**config.mk**
```make
export PLATFORM = sky130hd
export DESIGN_NAME = delay_overuse_detector
export DESIGN_NICKNAME = d
export VERILOG_FILES = /design/src/hw/rtl/dod_pkg.sv /design/src/hw/rtl/delay_overuse_detector.sv /design/src/hw/rtl/dod_mul_unit.sv
export VERILOG_INCLUDE_DIRS = /design/src /design/src/hw/rtl
export SDC_FILE = /design/constraint.sdc
export NUM_CORES = 2
export LEC_CHECK = 0
export CAP_MARGIN = 20
export CORE_MARGIN = 10
export CORE_UTILIZATION = 35
export CTS_CLUSTER_DIAMETER = 200
export DETAILED_ROUTE_END_ITERATION = 7
export DONT_BUFFER_PORTS = 1
export HOLD_SLACK_MARGIN = 0.08
export PLACE_DENSITY = 0.49
export SYNTH_ARGS = -nofsm -noshare
export SYNTH_HDL_FRONTEND = slang
export SYNTH_SLANG_ARGS = --single-unit
export TNS_END_PERCENT = 50
```
**constraint.sdc**
```tcl
create_clock -name clk -period 14 [get_ports clk]
set_input_delay 2.1 -clock clk [delete_from_list [all_inputs] [get_ports clk]]
set_output_delay 2.1 -clock clk [all_outputs]
set_load 0.01 [all_outputs]
```
**src/hw/rtl/assert_macros.svh**
```systemverilog
// Assertion macros for the RTL files.
`ifndef ASSERT_MACROS_SVH
`define ASSERT_MACROS_SVH

// Property that must hold at every clock edge outside reset.
`define DOD_ASSERT_ALWAYS(lbl, clk, rst_n, expr, msg) \
	lbl: assert property (@(posedge clk) disable iff (!rst_n) (expr)) else $error(msg);

// Antecedent in one cycle implies consequent in the next.
`define DOD_ASSERT_NEXT(lbl, clk, rst_n, ante, cons, msg) \
	lbl: assert property (@(posedge clk) disable iff (!rst_n) (ante) |=> (cons)) else $error(msg);

`endif

```
**src/hw/rtl/dod_pkg.sv**
```systemverilog
// Types, constants and helpers for the delay overuse detector.
`default_nettype none

package dod_pkg;

	localparam int OFFSET_W  = 20;
	localparam int GTD_W     = 18;
	localparam int COUNT_W   = 16;
	localparam int NOW_W     = 32;
	localparam int USAGE_W   = 2;
	localparam int THR_OUT_W = 18;
	localparam int THR_W     = 26;
	localparam int CFG_IDX_W = 3;
	localparam int CFG_DAT_W = 18;
	localparam int IN_DATA_W  = 88;
	localparam int OUT_DATA_W = 24;

	// Shared multiplier operand widths
	localparam int MUL_A_W = 42;
	localparam int MUL_B_W = 16;
	localparam int MUL_P_W = MUL_A_W + MUL_B_W;

	localparam logic [THR_W-1:0] THR_MIN_Q16 = THR_W'(6 << 16);
	localparam logic [THR_W-1:0] THR_MAX_Q16 = THR_W'(600 << 16);

	typedef enum logic [CFG_IDX_W-1:0] {
		REG_GAIN_UP       = 3'd0,
		REG_GAIN_DOWN     = 3'd1,
		REG_OVERUSE_LIMIT = 3'd2,
		REG_INIT_THR      = 3'd3,
		REG_MAX_ADAPT     = 3'd4,
		REG_COUNT_CAP     = 3'd5,
		REG_MAX_STEP      = 3'd6
	} cfg_reg_t;

	typedef enum logic [USAGE_W-1:0] {
		USAGE_NORMAL = 2'd0,
		USAGE_OVER   = 2'd1,
		USAGE_UNDER  = 2'd2
	} usage_t;

	typedef enum logic [6:0] {
		ST_IDLE   = 7'b0000001,
		ST_MUL_T  = 7'b0000010,
		ST_CMP    = 7'b0000100,
		ST_MUL_K  = 7'b0001000,
		ST_MUL_DT = 7'b0010000,
		ST_UPD    = 7'b0100000,
		ST_DONE   = 7'b1000000
	} seq_state_t;

	// Clamp a signed Q16 threshold candidate to 6..600 ms.
	function automatic logic [THR_W-1:0] thr_clamp(input logic signed [39:0] v);
		logic [THR_W-1:0] r;
		if (v < $signed({14'd0, THR_MIN_Q16}))
			r = THR_MIN_Q16;
		else if (v > $signed({14'd0, THR_MAX_Q16}))
			r = THR_MAX_Q16;
		else
			r = v[THR_W-1:0];
		return r;
	endfunction

endpackage

`default_nettype wire

```
**src/hw/rtl/delay_overuse_detector.sv**
```systemverilog
// Delay overuse detector: adaptive threshold and overuse state, one shared multiplier.
// On the full path the item passes MUL_T, CMP, MUL_K, MUL_DT, UPD and DONE; CMP goes to
// DONE when adaptation is frozen, MUL_T when delta_count < 2. The result is registered
// out of DONE, which an output stall holds; s_tready is high only in the idle state, so
// no new item is taken while one is in work. Reset (arst_n low) loads register defaults,
// sets the threshold to the clamped initial value and clears all detector state.
`default_nettype none

`include "assert_macros.svh"

module delay_overuse_detector (
	input  wire logic                           clk,
	input  wire logic                           arst_n,
	input  wire logic                           s_tvalid,
	output logic                                s_tready,
	// offset_est[19:0], group_time_delta[37:20], delta_count[53:38], now_ms[85:54], zero
	input  wire logic [dod_pkg::IN_DATA_W-1:0]  s_tdata,
	output logic                                m_tvalid,
	input  wire logic                           m_tready,
	// usage_state[1:0], threshold_now[19:2], zero
	output logic      [dod_pkg::OUT_DATA_W-1:0] m_tdata,
	input  wire logic                           cfg_we,
	input  wire logic [dod_pkg::CFG_IDX_W-1:0]  cfg_index,
	input  wire logic [dod_pkg::CFG_DAT_W-1:0]  cfg_data
);
	import dod_pkg::*;

	// configuration
	logic [15:0] gain_up_q, gain_down_q;
	logic [17:0] overuse_limit_q, max_adapt_q;
	logic [7:0]  count_cap_q;
	logic [9:0]  max_step_q;

	// detector state
	logic [THR_W-1:0]           thr_q;
	logic [31:0]                ot_q;
	logic                       ot_valid_q;
	logic [15:0]                hits_q;
	logic signed [OFFSET_W-1:0] last_offset_q;
	logic [NOW_W-1:0]           last_ms_q;
	logic                       last_valid_q;
	logic [USAGE_W-1:0]         cur_state_q;

	// item being worked on
	logic signed [OFFSET_W-1:0] offset_q;
	logic [GTD_W-1:0]           gtd_q;
	logic [COUNT_W-1:0]         count_q;
	logic [NOW_W-1:0]           now_q;
	logic                       few_q;
	logic [THR_W-1:0]           mag_q;
	logic                       neg_q;
	logic [15:0]                k_q;
	logic [9:0]                 dt_q;

	seq_state_t state_q;

	logic                  m_tvalid_q;
	logic [USAGE_W-1:0]    m_usage_q;
	logic [THR_OUT_W-1:0]  m_thr_q;

	logic [MUL_A_W-1:0] mul_a;
	logic [MUL_B_W-1:0] mul_b;
	logic [MUL_P_W-1:0] mul_p;

	dod_mul_unit u_mul (
		.clk (clk),
		.a   (mul_a),
		.b   (mul_b),
		.p_q (mul_p)
	);

	logic        s_xfer, out_free;
	logic [7:0]  cap_cnt;
	logic [19:0] offset_mag;

	assign s_tready = state_q == ST_IDLE;
	assign s_xfer   = s_tvalid & s_tready;
	assign out_free = !m_tvalid_q || m_tready;
	assign m_tvalid = m_tvalid_q;
	assign m_tdata  = {4'd0, m_thr_q, m_usage_q};

	assign cap_cnt    = (count_q > COUNT_W'(count_cap_q)) ? count_cap_q : count_q[7:0];
	assign offset_mag = offset_q[OFFSET_W-1] ? 20'(-offset_q) : 20'(offset_q);

	// operand selection for the shared multiplier
	always_comb begin
		mul_a = '0;
		mul_b = '0;
		unique case (state_q)
			ST_MUL_T: begin
				mul_a = MUL_A_W'(offset_mag);
				mul_b = MUL_B_W'(cap_cnt);
			end
			ST_MUL_K: begin
				mul_a = MUL_A_W'(mag_q);
				mul_b = k_q;
			end
			ST_MUL_DT: begin
				mul_a = mul_p[MUL_A_W-1:0];
				mul_b = MUL_B_W'(dt_q);
			end
			default: begin
				mul_a = '0;
				mul_b = '0;
			end
		endcase
	end

	// compare stage: |T| in Q16, classification and adaptation setup
	logic [34:0] abs_t;
	logic [34:0] thr_ext;
	logic        t_over, t_under, freeze, below;
	logic [31:0] ot_sum, ot_next;
	logic [15:0] hits_next;
	logic        alarm;
	logic [NOW_W-1:0] ref_ms, elapsed;
	logic [34:0] diff_abs;

	always_comb begin
		abs_t     = {mul_p[26:0], 8'd0};
		thr_ext   = 35'(thr_q);
		t_over    = !offset_q[OFFSET_W-1] && (abs_t > thr_ext);
		t_under   = offset_q[OFFSET_W-1] && (abs_t > thr_ext);
		freeze    = abs_t > (thr_ext + 35'({max_adapt_q, 8'd0}));
		below     = abs_t < thr_ext;
		diff_abs  = below ? (thr_ext - abs_t) : (abs_t - thr_ext);
		ot_sum    = ot_q + 32'(gtd_q);
		if (!ot_valid_q)
			ot_next = 32'(gtd_q >> 1);
		else if (ot_q > (32'hFFFF_FFFF - 32'(gtd_q)))
			ot_next = 32'hFFFF_FFFF;
		else
			ot_next = ot_sum;
		hits_next = (hits_q != 16'hFFFF) ? hits_q + 16'd1 : hits_q;
		alarm     = (ot_next > 32'(overuse_limit_q)) && (hits_next > 16'd1) &&
		            (offset_q >= last_offset_q);
		ref_ms    = last_valid_q ? last_ms_q : now_q;
		elapsed   = now_q - ref_ms;
	end

	// threshold update from the rounded step
	logic [36:0]        step;
	logic signed [39:0] thr_cand;

	always_comb begin
		step     = 37'((mul_p[52:0] + 53'h8000) >> 16);
		thr_cand = neg_q ? ($signed({14'd0, thr_q}) - $signed({3'd0, step}))
		                 : ($signed({14'd0, thr_q}) + $signed({3'd0, step}));
	end

	always_ff @(posedge clk or negedge arst_n) begin
		if (!arst_n) begin
			gain_up_q       <= 16'd1226;
			gain_down_q     <= 16'd2556;
			overuse_limit_q <= 18'd5120;
			max_adapt_q     <= 18'd3840;
			count_cap_q     <= 8'd60;
			max_step_q      <= 10'd100;
			thr_q           <= THR_W'(3200 << 8);
			ot_q            <= '0;
			ot_valid_q      <= 1'b0;
			hits_q          <= '0;
			last_offset_q   <= '0;
			last_ms_q       <= '0;
			last_valid_q    <= 1'b0;
			cur_state_q     <= USAGE_NORMAL;
			state_q         <= ST_IDLE;
			m_tvalid_q      <= 1'b0;
		end else begin
			if (state_q == ST_DONE && out_free)
				m_tvalid_q <= 1'b1;
			else if (m_tready)
				m_tvalid_q <= 1'b0;

			if (cfg_we) begin
				unique case (cfg_index)
					REG_GAIN_UP:       gain_up_q       <= cfg_data[15:0];
					REG_GAIN_DOWN:     gain_down_q     <= cfg_data[15:0];
					REG_OVERUSE_LIMIT: overuse_limit_q <= cfg_data;
					REG_INIT_THR: begin
						thr_q <= thr_clamp(40'({cfg_data, 8'd0}));
					end
					REG_MAX_ADAPT:     max_adapt_q     <= cfg_data;
					REG_COUNT_CAP:     count_cap_q     <= cfg_data[7:0];
					REG_MAX_STEP:      max_step_q      <= cfg_data[9:0];
					default: ;
				endcase
			end

			unique case (state_q)
				ST_IDLE: begin
					if (s_xfer)
						state_q <= ST_MUL_T;
				end
				ST_MUL_T: begin
					state_q <= few_q ? ST_DONE : ST_CMP;
				end
				ST_CMP: begin
					if (t_over) begin
						if (alarm) begin
							ot_q        <= '0;
							hits_q      <= '0;
							cur_state_q <= USAGE_OVER;
						end else begin
							ot_q   <= ot_next;
							hits_q <= hits_next;
						end
						ot_valid_q <= 1'b1;
					end else begin
						ot_q        <= '0;
						ot_valid_q  <= 1'b0;
						hits_q      <= '0;
						cur_state_q <= t_under ? USAGE_UNDER : USAGE_NORMAL;
					end
					last_offset_q <= offset_q;
					if (freeze) begin
						last_ms_q    <= now_q;
						last_valid_q <= 1'b1;
						state_q      <= ST_DONE;
					end else begin
						state_q <= ST_MUL_K;
					end
				end
				ST_MUL_K:  state_q <= ST_MUL_DT;
				ST_MUL_DT: state_q <= ST_UPD;
				ST_UPD: begin
					thr_q        <= thr_clamp(thr_cand);
					last_ms_q    <= now_q;
					last_valid_q <= 1'b1;
					state_q      <= ST_DONE;
				end
				ST_DONE: begin
					if (out_free)
						state_q <= ST_IDLE;
				end
				default: state_q <= ST_IDLE;
			endcase
		end
	end

	// payload registers
	always_ff @(posedge clk) begin
		if (s_xfer) begin
			offset_q <= s_tdata[19:0];
			gtd_q    <= s_tdata[37:20];
			count_q  <= s_tdata[53:38];
			now_q    <= s_tdata[85:54];
			few_q    <= s_tdata[53:38] < 16'd2;
		end
		if (state_q == ST_CMP) begin
			mag_q <= diff_abs[THR_W-1:0];
			neg_q <= below;
			k_q   <= below ? gain_down_q : gain_up_q;
			dt_q  <= (elapsed > 32'(max_step_q)) ? max_step_q : elapsed[9:0];
		end
		if (state_q == ST_DONE && out_free) begin
			m_usage_q <= few_q ? USAGE_NORMAL : cur_state_q;
			m_thr_q   <= thr_q[THR_W-1:8];
		end
	end

	`DOD_ASSERT_ALWAYS(a_thr_range, clk, arst_n, (thr_q >= THR_MIN_Q16) && (thr_q <= THR_MAX_Q16), "threshold out of range")
	`DOD_ASSERT_ALWAYS(a_ot_clear, clk, arst_n, ot_valid_q || ((ot_q == '0) && (hits_q == '0)), "overuse accumulators not clear")
	`DOD_ASSERT_NEXT(a_busy_after_xfer, clk, arst_n, s_xfer, !s_tready, "accepted while busy")

endmodule

`default_nettype wire

```
**src/hw/rtl/dod_mul_unit.sv**
```systemverilog
// Shared unsigned multiplier with registered product.
`default_nettype none

module dod_mul_unit (
	input  wire logic                        clk,
	input  wire logic [dod_pkg::MUL_A_W-1:0] a,
	input  wire logic [dod_pkg::MUL_B_W-1:0] b,
	output logic      [dod_pkg::MUL_P_W-1:0] p_q
);
	import dod_pkg::*;

	always_ff @(posedge clk) begin
		p_q <= MUL_P_W'(a) * MUL_P_W'(b);
	end

endmodule

`default_nettype wire
```
# After elaboration in Yosys (flattened, before gate mapping)
# Cells that the tools add are included.
[word_totals]
register_bits = 437
output_inout_bits = 26
word_cells = 134
[classes]
addsub = 11
multipliers = 1
order_cmp = 14
n_eq_ne = 18
muxes = 38
bitwise_logic = 1
reduce_logical = 23
[ops]
columns = ["op", "n"]
rows = [
  ["$mux 26", 8],
  ["$mux 32", 6],
  ["$pmux 42 s3", 1],
  ["$mux 16", 4],
  ["$pmux 32 s2", 1],
  ["$add 53x16->53 const B", 1],
  ["$mul 42x16->53", 1],
  ["$sub 26x26->26", 2],
  ["$pmux 7 s7", 1],
  ["$pmux 16 s3", 1],
  ["$gt 40x27->1 const B", 1],
  ["$lt 40x20->1 const B", 1],
  ["$mux 40", 1],
  ["$add 26x37->38", 1],
  ["$sub 26x37->38", 1],
  ["$gt 35x26->1", 1],
  ["$gt 35x27->1", 1],
  ["$lt 35x26->1", 1],
  ["$add 32x18->32", 1],
  ["$gt 32x10->1", 1],
  ["$gt 32x18->1", 1],
  ["$gt 32x32->1", 1],
  ["$sub 32x32->32", 1],
  ["$mux 7", 4],
  ["other kinds (36)", 63],
]

# Logic depth before layout (Yosys ltp)
[logic_depth]
ltp_word = 9
mapped_depth = 41
ltp_nobuf = 39

# Hierarchy
# Synthesis repeated with hierarchy kept, for this count alone.
[unflattened]
cells_unflattened = 5524
area_unflattened_um2 = 50497.2
[by_module_without_submodules]
columns = ["mod", "n_inst", "cells_each", "area_per_inst_um2", "seq_area_each_um2"]
rows = [
  ["delay_overuse_detector", 1, 3023, 28467.3, 10447.5],
  ["dod_mul_unit", 1, 2501, 22029.9, 1161.1],
]

# Worst setup path after synthesis
# OpenSTA, ideal clock, no wires.
[synth_path]
path_kind = "reg-to-reg"
start = "register count_cap_q[2]"
end = "register u_mul.p_q[52] in the netlist's numbering"
setup_ps = 72
t_arrival_ps = 9861
required_time_ps = 13928
slack_ps = 4067
path_stages_with_launch = 39
n_path_buf = 2
synth_period_minus_slack_ps = 9933
path_cell_list = "dfstp_2 inv_1 ha_1 o21a_1 o21a_1 o21a_1 o21a_1 o21a_1 o21a_1 o22ai_1 and3_1 clkbuf_1 mux2_2 a222oi_1 clkbuf_1 nor2_1 fa_1 inv_1 [... 3 more ...] fa_1 fa_1 inv_1 fa_1 inv_1 ha_1 and3_1 and2_1 a2111oi_0 o31ai_1 a221oi_1 o31ai_1 o211ai_1 a31oi_1 o32ai_1 o31ai_1 a21oi_1 xnor2_1"
[synth_between]
elab_chain_len = 4
[synth_rtl]
columns = ["item", "line", "source"]
rows = [
  ["from (decl)", "delay_overuse_detector.sv:31", "logic [7:0] count_cap_q;"],
  ["from (signal assigned)", "delay_overuse_detector.sv:184", "REG_COUNT_CAP: count_cap_q <= cfg_data[7:0];"],
  ["$gt 16x8->1", "delay_overuse_detector.sv:82", "assign cap_cnt = (count_q > COUNT_W'(count_cap_q)) ? count_cap_q : count_q[7:0];"],
  ["$mux 8 *", "delay_overuse_detector.sv:82", ""],
  ["$pmux 16 s3 *", "delay_overuse_detector.sv:89", "unique case (state_q)"],
  ["$mul 42x16->53 *", "dod_mul_unit.sv:13", "p_q <= MUL_P_W'(a) * MUL_P_W'(b);"],
  ["to (signal assigned)", "dod_mul_unit.sv:13", ""],
  ["to (decl)", "dod_mul_unit.sv:8", "output logic [dod_pkg::MUL_P_W-1:0] p_q"],
]
# Mark *: on every way between the ends. The rest lies on a longest branch, timed or not.
# A chain may end at the register's enable or synchronous reset.

# Worst setup path in the final report
# Same ends and word-level chain as after synthesis.

==> metrics <==
WL/cell between 20 and 25 um; worst hold slack a little under 0.5 ns; setup TNS 0 ns; critical hold path startpoint ot_q[4]$_DFFE_PN0P_; RD Place Congestion ~0.91; Final min period 11.11 ns; hpwl dp 117000 um; met3 routed WL 8220 um; Seq cells post-synth around 440; WL met1 67900 um; CTS HTree Levels 2; Period Utilization, post-route 79.3%; main flop type after synthesis dfrtp_1; Final Non-Filler Cells 7265; IO Count 140; synthesized area 49000 um2; worst clock skew 0.0360 ns; post-route cell area approximately 53000 um2; largest net degree at the start of global routing 225; full die area approximately 160000 um2; Async SR Flop Fraction between 50 and 60%; uppermost layer routed met5; Clock Pin Slew Worst Setup and Hold Paths 0.07 ns; CP Max Fanout 42; Worst Hold Class reg2reg; syn avg cell area 9.07 um2; Total Routed Length between 100000 and 150000 um; FP Rows 137; Cell variety after synth 98; ant diodes 0; placed cell count 7177; max incr delay on CP 0.59 ns; Post-CTS Resized 0; clock latency at the later pin of the worst-skew pair 0.63 ns; worst slew pin tran 1.05 ns; CTS sink count around 440; cts hold-fix bufs 0; power per cell area ~120 nW/um2; drc violations 0; chip width 394 um; RSZ-0062 raised after global routing no; CTS tree done; first-pass GRT wire length around 230000 um; path type of the worst setup path reg2reg; fmax 90.0 MHz; top post-synthesis cells by area fa_1 23%, dfrtp_1 9.9%, edfxtp_1 9.8%, ha_1 8.6%, inv_1 6.5%; Die Y-Extent 394 um; routed wl met2 69700 um; Ys Warns 0; max-slew violation count 0; most instantiated cells after synthesis 843 x inv_1, 556 x fa_1, 555 x nand2_1; Initial DRT Pass Iterations 6; EDFF count, synth 160; startpoint types register; Fin. Hold Viols 0; Slew headroom 29.7%; Critical Path Start count_cap_q[2]$_DFFE_PN1P_; Detail Route Antenna Nets 0; status finished clean; Worst setup EP type register; Worst VDD drop 0.000132 V; critical path arrival 11.64 ns; total grt overflow 0; clk buf depth 3; fin nets between 6000 and 7000; cell with the most instances after synthesis inv_1; Syn Inst Count ~5400; sequential cell area fraction in the yosys report 23.5%; max cap viols 0; Slowest-stage cell, CP o32ai_1; initial antenna violation count 1; Reg-to-Reg Start count_cap_q[2]$_DFFE_PN1P_; Initial Utilization a little over a third; Post-CTS Setup Inserts 0; Synth area leader fa_1; area delta synth->final 8.08%; CTS root buffer clkbuf_16; Leak between 20 and 25 nW; via/cell ratio 5.22; DRT iter0 DRCs around 2500; vias in the first global route 38888; Yosys top cell area share 22.7%; Port Buffer Count 0; core area 139000 um2; share of cells above drive strength 1 roughly 7.2%; WP data required 14.53 ns; final setup vio count 0; DP Area 51300 um2; TritonCTS Buffers 47; GRT Total Usage between 10% and 20%; via count 37941
==> cell type report <==
class / count / area (um2)
multi-input cells: 3956 / 33800
well taps: 1876 / 2350
clock inverters: 31 / 414
inverters: 845 / 3170
clock buffers: 57 / 1260
fillers: 14109 / 86400
flip-flops and latches: 437 / 11500
repair buffers: 63 / 473
==> registers in the layout (all words and copies together) (netlist names), 2 cells and up <==
register and count:
gain_down_q 16, gtd_q 18, overuse_limit_q 18, offset_q 20, last_ms_q 32, mag_q 26
now_q 32, hits_q 16, dt_q 10, last_offset_q 20, k_q 16, ot_q 32
m_usage_q 2, max_adapt_q 18, count_cap_q 8, m_thr_q 18, gain_up_q 16, count_q 16
cur_state_q 2, thr_q 26, state_q 7, u_mul.p_q 53, max_step_q 10
==> worst paths after layout <==
path                       slack (ns)  cells after the start                   endpoint
max in group asynchronous       12.30                      0        ot_q[3]$_DFFE_PN0P_
hold / removal                   0.48                      2        ot_q[4]$_DFFE_PN0P_
setup reg to reg                 2.89                     38      u_mul.p_q[52]$_DFF_P_
min in group asynchronous        1.19                      0  last_ms_q[21]$_DFFE_PN0P_
setup / recovery                 2.89                     38      u_mul.p_q[52]$_DFF_P_
hold reg to reg                  0.48                      2        ot_q[4]$_DFFE_PN0P_
==> placed cells by master, fill, tap and decap left out, drive strengths merged, types with 128 or more instances in the layout <==
cell,Yosys,routed
nor2,452,452
inv,844,847
xnor2,128,128
ha,338,338
o21ai,204,204
dfrtp,194,194
edfxtp,160,160
a21oi,242,242
nand2,556,556
mux2,131,131
fa,556,556
==> stage by stage <==
step                power (mW)  setup WS (ns)  utilization [%]
global route              7.07           2.20             38.0
finish                    6.56           2.89             38.0
global placement          5.16           3.03             36.8
floorplan                 4.25           4.07                -
CTS                       6.58           2.91             38.0
detailed placement        5.17           3.05             36.8
==> report_power, final <==
part / switching, mW / internal (mW) / leakage [nW]
combinational: 2.02 / 1.30 / 17.6
sequential: 0.242 / 1.63 / 4.77
clock: 0.564 / 0.798 / 0.814
==> worst max-delay path, delay by kind of cell (launching register included) <==
family,cells,cell delay (ns)
adder cells (fa/ha/maj),8,3.81
buffers and inverters,7,0.98
AO/OA/AOI/OAI,17,4.05
flip-flops,1,0.53
XOR/XNOR,1,0.13
multiplexers,1,0.39
AND/OR/NAND/NOR,4,1.01
==> cells by family after synthesis <==
group | after synthesis | synth area share [%]
muxes | 178 | 3.97
adders and majority gates | 894 | 31.4
DFF | 437 | 23.5
AOI/OAI and AO/OA | 1000 | 13.8
buffers and inverters | 1089 | 8.44
other | 2 | 0.0153
xor gates and xnor gates | 222 | 4.01
and+or+nand+nor | 1577 | 14.9
==> per-layer routing <==
metal / up-vias / global-route usage (%)
met5: - / 0
met4: 2 / 4.50
met3: 154 / 2.96
met2: 944 / 31.3
met1: 19031 / 26.0
li1: 17810 / -
Note: power is estimated with default switching activity, not from simulation.
